<file path="src/rtl/evte_pkg.sv">
// Shared types and constants of the eased value tween engine.
package evte_pkg;

   typedef enum logic [1:0] {
      OP_TICK = 2'd0,
      OP_MOVE = 2'd1,
      OP_SET  = 2'd2,
      OP_READ = 2'd3
   } op_type;

   typedef enum logic [1:0] {
      CURVE_LINEAR   = 2'd0,
      CURVE_EASE_IN  = 2'd1,
      CURVE_EASE_OUT = 2'd2,
      CURVE_ELASTIC  = 2'd3
   } curve_type;

   typedef enum logic [2:0] {
      MSEL_XX = 3'd0,
      MSEL_UU = 3'd1,
      MSEL_TX = 3'd2,
      MSEL_TU = 3'd3,
      MSEL_DF = 3'd4
   } msel_type;

   typedef enum logic [1:0] {
      FSEL_X           = 2'd0,
      FSEL_ROM         = 2'd1,
      FSEL_T           = 2'd2,
      FSEL_ONE_MINUS_T = 2'd3
   } fsel_type;

   typedef enum logic [1:0] {
      VSEL_END   = 2'd0,
      VSEL_START = 2'd1,
      VSEL_CALC  = 2'd2
   } vsel_type;

   typedef struct packed {
      op_type             operation;
      curve_type          curve;
      logic signed [31:0] target;
      logic [15:0]        span_ticks;
      logic [15:0]        hold_ticks;
   } req_type;

   typedef struct packed {
      logic signed [31:0] value;
      logic               arrived;
      logic               redraw;
      logic               finished;
   } rsp_type;

   typedef struct packed {
      logic     load;
      logic     div_start;
      logic     div_step;
      logic     mul_start;
      msel_type msel;
      logic     mul_step;
      logic     f_load;
      fsel_type fsel;
      logic     val_load;
      vsel_type vsel;
      logic     out_load;
   } cmd_type;

   typedef struct packed {
      logic      at_span;
      logic      holding;
      curve_type curve;
      logic      cnt_zero;
      logic      rsp_free;
   } status_type;

endpackage

</file>
<file path="src/rtl/evte_ctrl.sv">
// Controller state machine that sequences the divide, ROM and multiply steps.
module evte_ctrl (
   input  logic                 clock,
   input  logic                 reset,
   input  logic                 req_valid,
   output logic                 req_stall,
   input  evte_pkg::status_type status,
   output evte_pkg::cmd_type    cmd
);
   import evte_pkg::*;

   typedef enum logic [6:0] {
      S_IDLE = 7'b0000001,
      S_EVAL = 7'b0000010,
      S_DIV  = 7'b0000100,
      S_ROM  = 7'b0001000,
      S_MUL  = 7'b0010000,
      S_FACT = 7'b0100000,
      S_OUT  = 7'b1000000
   } state_type;

   typedef enum logic [1:0] {
      PH_FIRST  = 2'd0,
      PH_SECOND = 2'd1,
      PH_FINAL  = 2'd2
   } phase_type;

   state_type state_ff, state_in;
   phase_type phase_ff, phase_in;

   always_ff @(posedge clock) begin
      if (reset) begin
         state_ff <= S_IDLE;
         phase_ff <= PH_FIRST;
      end else begin
         state_ff <= state_in;
         phase_ff <= phase_in;
      end
   end

   assign req_stall = (state_ff != S_IDLE);

   always_comb begin
      state_in = state_ff;
      phase_in = phase_ff;
      cmd      = '0;
      cmd.msel = MSEL_XX;
      cmd.fsel = FSEL_X;
      cmd.vsel = VSEL_END;
      unique case (state_ff)
         S_IDLE: begin
            if (req_valid) begin
               cmd.load = 1'b1;
               state_in = S_EVAL;
            end
         end
         S_EVAL: begin
            priority if (status.at_span) begin
               cmd.val_load = 1'b1;
               cmd.vsel     = VSEL_END;
               state_in     = S_OUT;
            end else if (status.holding) begin
               cmd.val_load = 1'b1;
               cmd.vsel     = VSEL_START;
               state_in     = S_OUT;
            end else begin
               cmd.div_start = 1'b1;
               state_in      = S_DIV;
            end
         end
         S_DIV: begin
            if (!status.cnt_zero) begin
               cmd.div_step = 1'b1;
            end else begin
               unique case (status.curve)
                  CURVE_LINEAR: begin
                     cmd.f_load = 1'b1;
                     cmd.fsel   = FSEL_X;
                     state_in   = S_FACT;
                  end
                  CURVE_ELASTIC: begin
                     state_in = S_ROM;
                  end
                  CURVE_EASE_IN: begin
                     cmd.mul_start = 1'b1;
                     cmd.msel      = MSEL_XX;
                     phase_in      = PH_FIRST;
                     state_in      = S_MUL;
                  end
                  CURVE_EASE_OUT: begin
                     cmd.mul_start = 1'b1;
                     cmd.msel      = MSEL_UU;
                     phase_in      = PH_FIRST;
                     state_in      = S_MUL;
                  end
               endcase
            end
         end
         S_ROM: begin
            cmd.f_load = 1'b1;
            cmd.fsel   = FSEL_ROM;
            state_in   = S_FACT;
         end
         S_FACT: begin
            cmd.mul_start = 1'b1;
            cmd.msel      = MSEL_DF;
            phase_in      = PH_FINAL;
            state_in      = S_MUL;
         end
         S_MUL: begin
            if (!status.cnt_zero) begin
               cmd.mul_step = 1'b1;
            end else begin
               unique case (phase_ff)
                  PH_FIRST: begin
                     cmd.mul_start = 1'b1;
                     cmd.msel      = (status.curve == CURVE_EASE_IN) ? MSEL_TX : MSEL_TU;
                     phase_in      = PH_SECOND;
                  end
                  PH_SECOND: begin
                     cmd.f_load = 1'b1;
                     cmd.fsel   = (status.curve == CURVE_EASE_IN) ? FSEL_T : FSEL_ONE_MINUS_T;
                     state_in   = S_FACT;
                  end
                  PH_FINAL: begin
                     cmd.val_load = 1'b1;
                     cmd.vsel     = VSEL_CALC;
                     state_in     = S_OUT;
                  end
                  default: begin
                     state_in = S_IDLE;
                  end
               endcase
            end
         end
         S_OUT: begin
            if (status.rsp_free) begin
               cmd.out_load = 1'b1;
               state_in     = S_IDLE;
            end
         end
         default: begin
            state_in = S_IDLE;
         end
      endcase
   end

endmodule

</file>
<file path="config.mk">
export PLATFORM = sky130hd
export DESIGN_NAME = evte_ctrl
export DESIGN_NICKNAME = d
export VERILOG_FILES = /design/src/rtl/evte_pkg.sv /design/src/rtl/evte_ctrl.sv
export SDC_FILE = /design/constraint.sdc
export NUM_CORES = 1
export LEC_CHECK = 0
export ABC_AREA = 1
export CAP_MARGIN = 20
export CORE_MARGIN = 1.5
export CORE_UTILIZATION = 42
export CTS_BUF_LIST = sky130_fd_sc_hd__clkbuf_4
export CTS_CLUSTER_DIAMETER = 80
export CTS_CLUSTER_SIZE = 30
export DETAILED_ROUTE_END_ITERATION = 7
export DONT_BUFFER_PORTS = 1
export PLACE_DENSITY = 0.59
export SETUP_SLACK_MARGIN = 0.15
export SYNTH_ARGS = -nofsm -noshare
export SYNTH_HDL_FRONTEND = slang
export SYNTH_SLANG_ARGS = --single-unit
</file>
<file path="constraint.sdc">
create_clock -name clock -period 1.4 [get_ports clock]
set_clock_uncertainty 0.1 [all_clocks]
set_input_delay 0 -clock clock [delete_from_list [all_inputs] [get_ports clock]]
set_output_delay 0 -clock clock [all_outputs]
set_load 0.05 [all_outputs]
</file>
==> results.py, run 1 <==
metrics = {
    "run_status": {
        "result_of_the_run": "finished, violations left",
        "violations_in_the_final_reports": "setup timing",
    },
    "placed_design": {
        "place_hpwl_um": 2080,
        "gpl.final_weighted_congestion": 0.937,
        "dpl.cell_count": 198,
        "placement.io_buffers": 0,
        "postPlaceCellArea_um2": 1410,
    },
    "pwr": {
        "p_int_mw": 1.48,
        "vdd_drop_max_mv": 1.43,
        "power_leakage_nw": 0.863,
        "power.clock.fraction_pct": 7.5,
        "power_switching_share_pct": 52.1,
        "power_per_cell_area_nw_per_um2": 1710,
        "power.net_switching_mw": 1.61,
        "seqPwrFrac_pct": 14.9,
        "pwr-share-comb_pct": 77.6,
    },
    "critical_path": {
        "crit_fanout": 4,
        "reg2reg_from": "state_ff[1]",
        "crit_required_ns": 1.30,
        "crit_type": "register to output pin",
        "worstSetupStartpointType": "register",
        "crit_path_end_kind": "output pin",
        "timing.reg2reg.worst_path_depth": 10,
        "rr_endpoint": "state_ff[0]",
        "minimum_setup_slack_among_reg_to_reg_paths_ns": -0.24,
        "worst_ep_arrival_time_ns": 1.65,
    },
    "cells_and_area": {
        "nFillCells": 74,
        "fin_cells": 224,
        "syn2layout_area_growth_pct": 103,
        "num_antenna_cells": 0,
        "postLayoutCoreUtil_pct": 91.5,
        "drive_gt1_share_pct": 62.9,
        "postLayoutCellArea_um2": 1810,
        "finish.net_count": 214,
    },
    "synthesis": {
        "syn-instance-count": 141,
        "synth_cell_types": 24,
        "yosys.cell_count.top_type": "sky130_fd_sc_hd__nand2_1",
        "post_synthesis_sequential_area_ratio_pct": 20.2,
        "ys_seq_elements": 9,
        "synth_warnings": 0,
        "yosys.area.top_type": "sky130_fd_sc_hd__dfxtp_1",
        "cell_area_synth_um2": 892,
        "synth_flop_cell": "sky130_fd_sc_hd__dfxtp_1",
        "synth.top_cells.by_count": "sky130_fd_sc_hd__nand2_1 (34), sky130_fd_sc_hd__inv_1 (21), sky130_fd_sc_hd__nor2_1 (19), sky130_fd_sc_hd__nand3_1 (13), sky130_fd_sc_hd__dfxtp_1 (9)",
        "synthTopCellsByArea": "sky130_fd_sc_hd__dfxtp_1 (20%), sky130_fd_sc_hd__nand2_1 (14%), sky130_fd_sc_hd__ha_1 (9.8%), sky130_fd_sc_hd__inv_1 (8.8%), sky130_fd_sc_hd__nor2_1 (8.0%)",
        "syn_nets": 157,
        "synth_enable_flop_cells": 0,
        "asyncSetResetFlopFracSynth_pct": 0,
        "synth_area_per_cell_um2": 6.33,
        "synth.top_cell.area_share_pct": 20.2,
    },
    "clock_network": {
        "number_of_buffers_created_by_cts": 3,
        "clockRootBuffer": "sky130_fd_sc_hd__clkbuf_4",
        "clock_sinks": 9,
        "clk_pin_slew_worst_paths_ns": 0.07,
        "clock_tree.buffer_depth": 2,
        "cts_htree_levels": 1,
        "worst_skew_pair.late_latency_ns": 0.28,
        "tritoncts": "done",
    },
    "sta": {
        "remaining_max_slew_budget_at_the_tightest_pin_pct": 67.7,
        "max_freq_mhz": 571,
        "timing.final.max_slew_violations": 0,
        "setup-tns-final_ns": -5.66,
        "layout_worst_path_cycle_share_pct": 125,
        "layout_setup_ws_ns": -0.352,
        "max_slew.worst_pin.slew_ns": 0.484,
        "finalHoldViolations": 0,
        "whs_ns": 0.0639,
        "finalSetupViolations": 24,
        "grt_setup_unrepaired": "true",
        "min_period_ns": 1.75,
    },
    "floorplan": {
        "die_w_um": 49.1,
        "design.die.area_um2": 2410,
        "initial_utilization_pct": 45.0,
        "core_area_um2": 1980,
        "rows": 16,
        "floorplan.die.height_um": 49.1,
        "ios": 25,
    },
    "worst_hold_path": {
        "worst_hold_startpoint": "status[3]",
        "min_delay_path_depth": 4,
        "timing.hold.worst_endpoint": "state_ff[3]",
        "hold_path.class": "input pin to register",
    },
    "grt": {
        "grt_pass1_vias": 1080,
        "grt_max_degree": 8,
        "grt_pass1_wl_um": 4860,
        "globalRoute.totalOverflow": 0,
        "total_global_route_track_usage_pct": 26.6,
        "initial_antenna_violation_count": 0,
    },
    "job": {
        "cap_viol_max_count": 0,
    },
    "route": {
        "drt_iter0_drc": 37,
        "routed_wire_per_std_cell_um": 17.6,
        "final_antenna_net_count": 0,
        "route.detailed.drc": 0,
        "postRouteWirelength_um": 3940,
        "route.detailed.vias_per_inst": 5.46,
        "drt_pass1_iterations": 4,
        "num_vias": 1223,
    },
}
## logic make-up (layout without fill, tap and decap cells)
kind of cell,Yosys count,after routing,share of synthesized area [%]
AO/OA/AOI/OAI,7,7,4.35
adder cells (fa/ha/maj),7,7,9.82
flip-flops,9,9,20.2
AND/OR/NAND/NOR,91,91,54.3
buffers and inverters,27,83,11.4
## critical path: stages, from the launching register on
cell                      delay, ns
sky130_fd_sc_hd__dfxtp_4       0.37
sky130_fd_sc_hd__inv_2         0.08
sky130_fd_sc_hd__nand2_2       0.07
sky130_fd_sc_hd__nor2_4        0.15
sky130_fd_sc_hd__nand2_2       0.10
sky130_fd_sc_hd__nand2_2       0.10
sky130_fd_sc_hd__nand2_2       0.07
sky130_fd_sc_hd__o31ai_4       0.26
sky130_fd_sc_hd__buf_12        0.17
## worst max path at each step
stage / depth (start not counted) / startpoint / to / slack [ns]
CTS: 6 / state_ff[2] / cmd[4] / -0.26
floorplan: 5 / state_ff[6] / state_ff[2] / -0.15
finish: 8 / state_ff[2] / cmd[4] / -0.35
global placement: 10 / state_ff[2] / state_ff[0] / -0.02
detailed placement: 8 / state_ff[2] / cmd[4] / -0.05
global route: 8 / state_ff[0] / cmd[6] / -0.42
## state kept, by name, indices dropped and copies added (netlist names)
signal / count
state_ff: 7
phase_ff: 2
## power groups by stage
stage,clock [mW],sequential [mW],combinational (mW)
CTS,0.227,0.423,1.88
floorplan,0,0.408,1.16
global route,0.243,0.469,2.51
global placement,0,0.413,1.64
finish,0.233,0.461,2.40
detailed placement,0,0.417,1.66
## routing by layer
layer / global-route usage, % / vias to the layer above / wire length [µm]
met5: 0 / - / 0
met4: 8.57 / 0 / 155
met2: 46.6 / 77 / 1960
li1: - / 555 / -
met3: 7.06 / 24 / 307
met1: 31.0 / 567 / 1520
## timing repair
| action | CTS | global route |
|---|---|---|
| hold buffers | 5 | 2 |
| pin swaps | 15 | 16 |
| setup endpoints to repair | 25 | 25 |
| gates resized for setup | 31 | 25 |
| hold endpoints to repair | 10 | 1 |
| buffers inserted | 5 | 10 |
## per-stage QoR
stage	setup WS, ns	power (mW)
2_1_floorplan	-0.151	1.57
3_3_place_gp	-0.0238	2.05
3_5_place_dp	-0.0467	2.07
4_1_cts	-0.256	2.53
5_1_grt	-0.423	3.22
6_report	-0.352	3.09
## placed cells by master (no fill, tap or decap), drive strengths merged, types with 7 or more instances in the layout
cell         instances
buf                 45
dfxtp                9
dlygate4sd3          7
ha                   7
inv                 26
nand2               38
nand3               17
nor2                28
## layout make-up
cell class,count,area [µm²],area share [%]
Timing Repair Buffer,52,557,30.7
Multi-Input combinational cell,105,882,48.7
Clock buffer,4,30.0,1.66
Sequential cell,9,200,11.0
Inverter,27,110,6.07
Tap cell,27,33.8,1.86
(Power assumes the default switching activity.)
==> run 2, diff against run 1 <==
--- a/config.mk
+++ b/config.mk
@@ -8,13 +8,13 @@
 export ABC_AREA = 1
 export CAP_MARGIN = 20
 export CORE_MARGIN = 1.5
-export CORE_UTILIZATION = 42
+export CORE_UTILIZATION = 37
 export CTS_BUF_LIST = sky130_fd_sc_hd__clkbuf_4
 export CTS_CLUSTER_DIAMETER = 80
 export CTS_CLUSTER_SIZE = 30
 export DETAILED_ROUTE_END_ITERATION = 7
 export DONT_BUFFER_PORTS = 1
-export PLACE_DENSITY = 0.59
+export PLACE_DENSITY = 0.54
 export SETUP_SLACK_MARGIN = 0.15
 export SYNTH_ARGS = -nofsm -noshare
 export SYNTH_HDL_FRONTEND = slang
==> run 2 against run 1 <==
- the run still ends with setup timing left
- maximum frequency is 2.5% higher
- first-iteration DRC count is 62% lower
- count of clock-buffer cells in the layout unchanged
- cell count down 2.2%
- wire length fell by 24%
- worst hold slack got worse by 0.024 ns
- core utilization fell by 12 points
- die area grew 13%
- largest cell class unchanged
==> results.py, run 2 (synthesis gave the netlist of run 1 again) <==
metrics = {
    "run_status": {
        "result_of_the_run": "finished, violations left",
        "violations_in_the_final_reports": "setup timing",
    },
    "critical_path": {
        "crit_path_end_kind": "output pin",
        "cp-startpoint": "state_ff[3]",
        "crit_type": "register to output pin",
        "worstSetupStartpointType": "register",
        "crit_fanout": 3,
        "worst_ep_arrival_time_ns": 1.61,
        "reg2reg_from": "state_ff[1]",
        "crit_required_ns": 1.30,
    },
    "pwr": {
        "power_leakage_nw": 0.837,
        "power_per_cell_area_nw_per_um2": 1590,
        "vdd_drop_max_mv": 1.74,
    },
    "route": {
        "postRouteWirelength_um": 2990,
        "route.detailed.drc": 0,
        "final_antenna_net_count": 0,
        "routed_wire_per_std_cell_um": 13.6,
        "num_vias": 1107,
        "drt_iter0_drc": 14,
        "route.detailed.vias_per_inst": 5.05,
        "drt_pass1_iterations": 4,
    },
    "clock_network": {
        "clock_tree.buffer_depth": 2,
        "clk_pin_slew_worst_paths_ns": 0.06,
        "clock_sinks": 9,
        "clockRootBuffer": "sky130_fd_sc_hd__clkbuf_4",
        "cts_htree_levels": 1,
        "number_of_buffers_created_by_cts": 3,
        "worst_skew_pair.late_latency_ns": 0.27,
        "tritoncts": "done",
    },
    "placed_design": {
        "place_worst_setup_slack_ns": -0.122,
        "gpl.final_weighted_congestion": 0.845,
        "dpl.cell_count": 196,
        "placement.io_buffers": 0,
        "place_hpwl_um": 2060,
    },
    "cells_and_area": {
        "num_antenna_cells": 0,
        "fin_cells": 219,
        "drive_gt1_share_pct": 67.0,
        "reg_top3": "state_ff x7, phase_ff x2",
        "syn2layout_area_growth_pct": 99.7,
        "top_register": "state_ff",
        "mostFrequentLayoutCell": "sky130_fd_sc_hd__buf_4",
        "seq_area_um2": 198,
        "finish.net_count": 208,
        "multi_input_area_um2": 897,
        "mostFrequentLayoutCells": "sky130_fd_sc_hd__buf_4 (24), sky130_fd_sc_hd__nand2_1 (20), sky130_fd_sc_hd__nor2_4 (16)",
        "largest_register_ff_count": 7,
        "nFillCells": 162,
    },
    "floorplan": {
        "rows": 17,
        "die_w_um": 52.1,
        "initial_utilization_pct": 39.6,
        "design.die.area_um2": 2710,
        "ios": 25,
        "floorplan.die.height_um": 52.1,
        "core_area_um2": 2250,
    },
    "sta": {
        "whs_ns": 0.0399,
        "max_slew.worst_pin.slew_ns": 0.493,
        "layout_worst_path_cycle_share_pct": 122,
        "layout_setup_ws_ns": -0.309,
        "min_period_ns": 1.71,
        "max_freq_mhz": 585,
        "finalSetupViolations": 24,
        "timing.final.max_slew_violations": 0,
        "setup-tns-final_ns": -4.34,
        "finalHoldViolations": 0,
        "grt_setup_unrepaired": "true",
        "remaining_max_slew_budget_at_the_tightest_pin_pct": 67.1,
    },
    "grt": {
        "initial_antenna_violation_count": 0,
        "grt_pass1_wl_um": 4380,
        "globalRoute.totalOverflow": 0,
        "grt_pass1_vias": 1009,
        "grt_max_degree": 8,
        "total_global_route_track_usage_pct": 22.2,
    },
    "job": {
        "cap_viol_max_count": 0,
    },
    "worst_hold_path": {
        "worst_hold_startpoint": "status[3]",
        "hold_path.class": "input pin to register",
    },
}
## run 2: cell count changes in the layout (fill, tap and decap cells not counted), sizes merged
cell	change
dlygate4sd3	-2
buf	-4
## run 2: cell type report
class	count	area share, %
clock buffer	4	1.69
inverter	27	6.18
multi-input combinational	105	50.4
sequential	9	11.1
tap	28	1.97
timing repair buffer	46	28.7
## run 2: worst max-delay path, cell delays in order (launching register included)
cell and delay, ns:
sky130_fd_sc_hd__dfxtp_4 0.36, sky130_fd_sc_hd__nor2_4 0.17, sky130_fd_sc_hd__nand3_2 0.15, sky130_fd_sc_hd__buf_6 0.15
sky130_fd_sc_hd__nor4_4 0.31, sky130_fd_sc_hd__buf_6 0.20
## run 2: final timing paths
path | slack [ns] | to | cells after the start
min | 0.04 | state_ff[3] | 4
max | -0.31 | cmd[13] | 5
min reg2reg | 0.42 | phase_ff[0] | 2
max reg2reg | -0.19 | state_ff[2] | 12
## run 2: what timing repair did
action,CTS,global route
buffers inserted,9,5
endpoints found under the setup margin,25,25
hold endpoints to repair,10,0
pin swaps,11,7
gates resized for setup,30,30
hold buffers,5,0
## run 2: metrics by stage
| step | power, mW | area [µm²] | util (%) |
|---|---|---|---|
| 5_1_grt | 2.99 | 1780 | 79.0 |
| 3_5_place_dp | 2.05 | 1390 | 61.7 |
| 2_1_floorplan | 1.57 | 1050 | - |
| 4_1_cts | 2.53 | 1630 | 72.1 |
| 6_report | 2.84 | 1780 | 79.0 |
| 3_3_place_gp | 2.03 | 1390 | 61.7 |
## run 2: where the power goes
group	switching (mW)	total (mW)	internal, mW	leakage, nW
Combinational	1.25	2.16	0.907	0.742
Clock	0.0941	0.224	0.129	0.0184
Sequential	0.114	0.456	0.342	0.0765
Total	1.46	2.84	1.38	0.837
## run 2: routing by layer
layer	routed length, µm	GRT usage [%]	part of all wire, %
met2	1670	37.6	56
met3	123	6.32	4.1
met1	1190	27.6	40
met5	0	0	0
met4	6	4.82	0.20
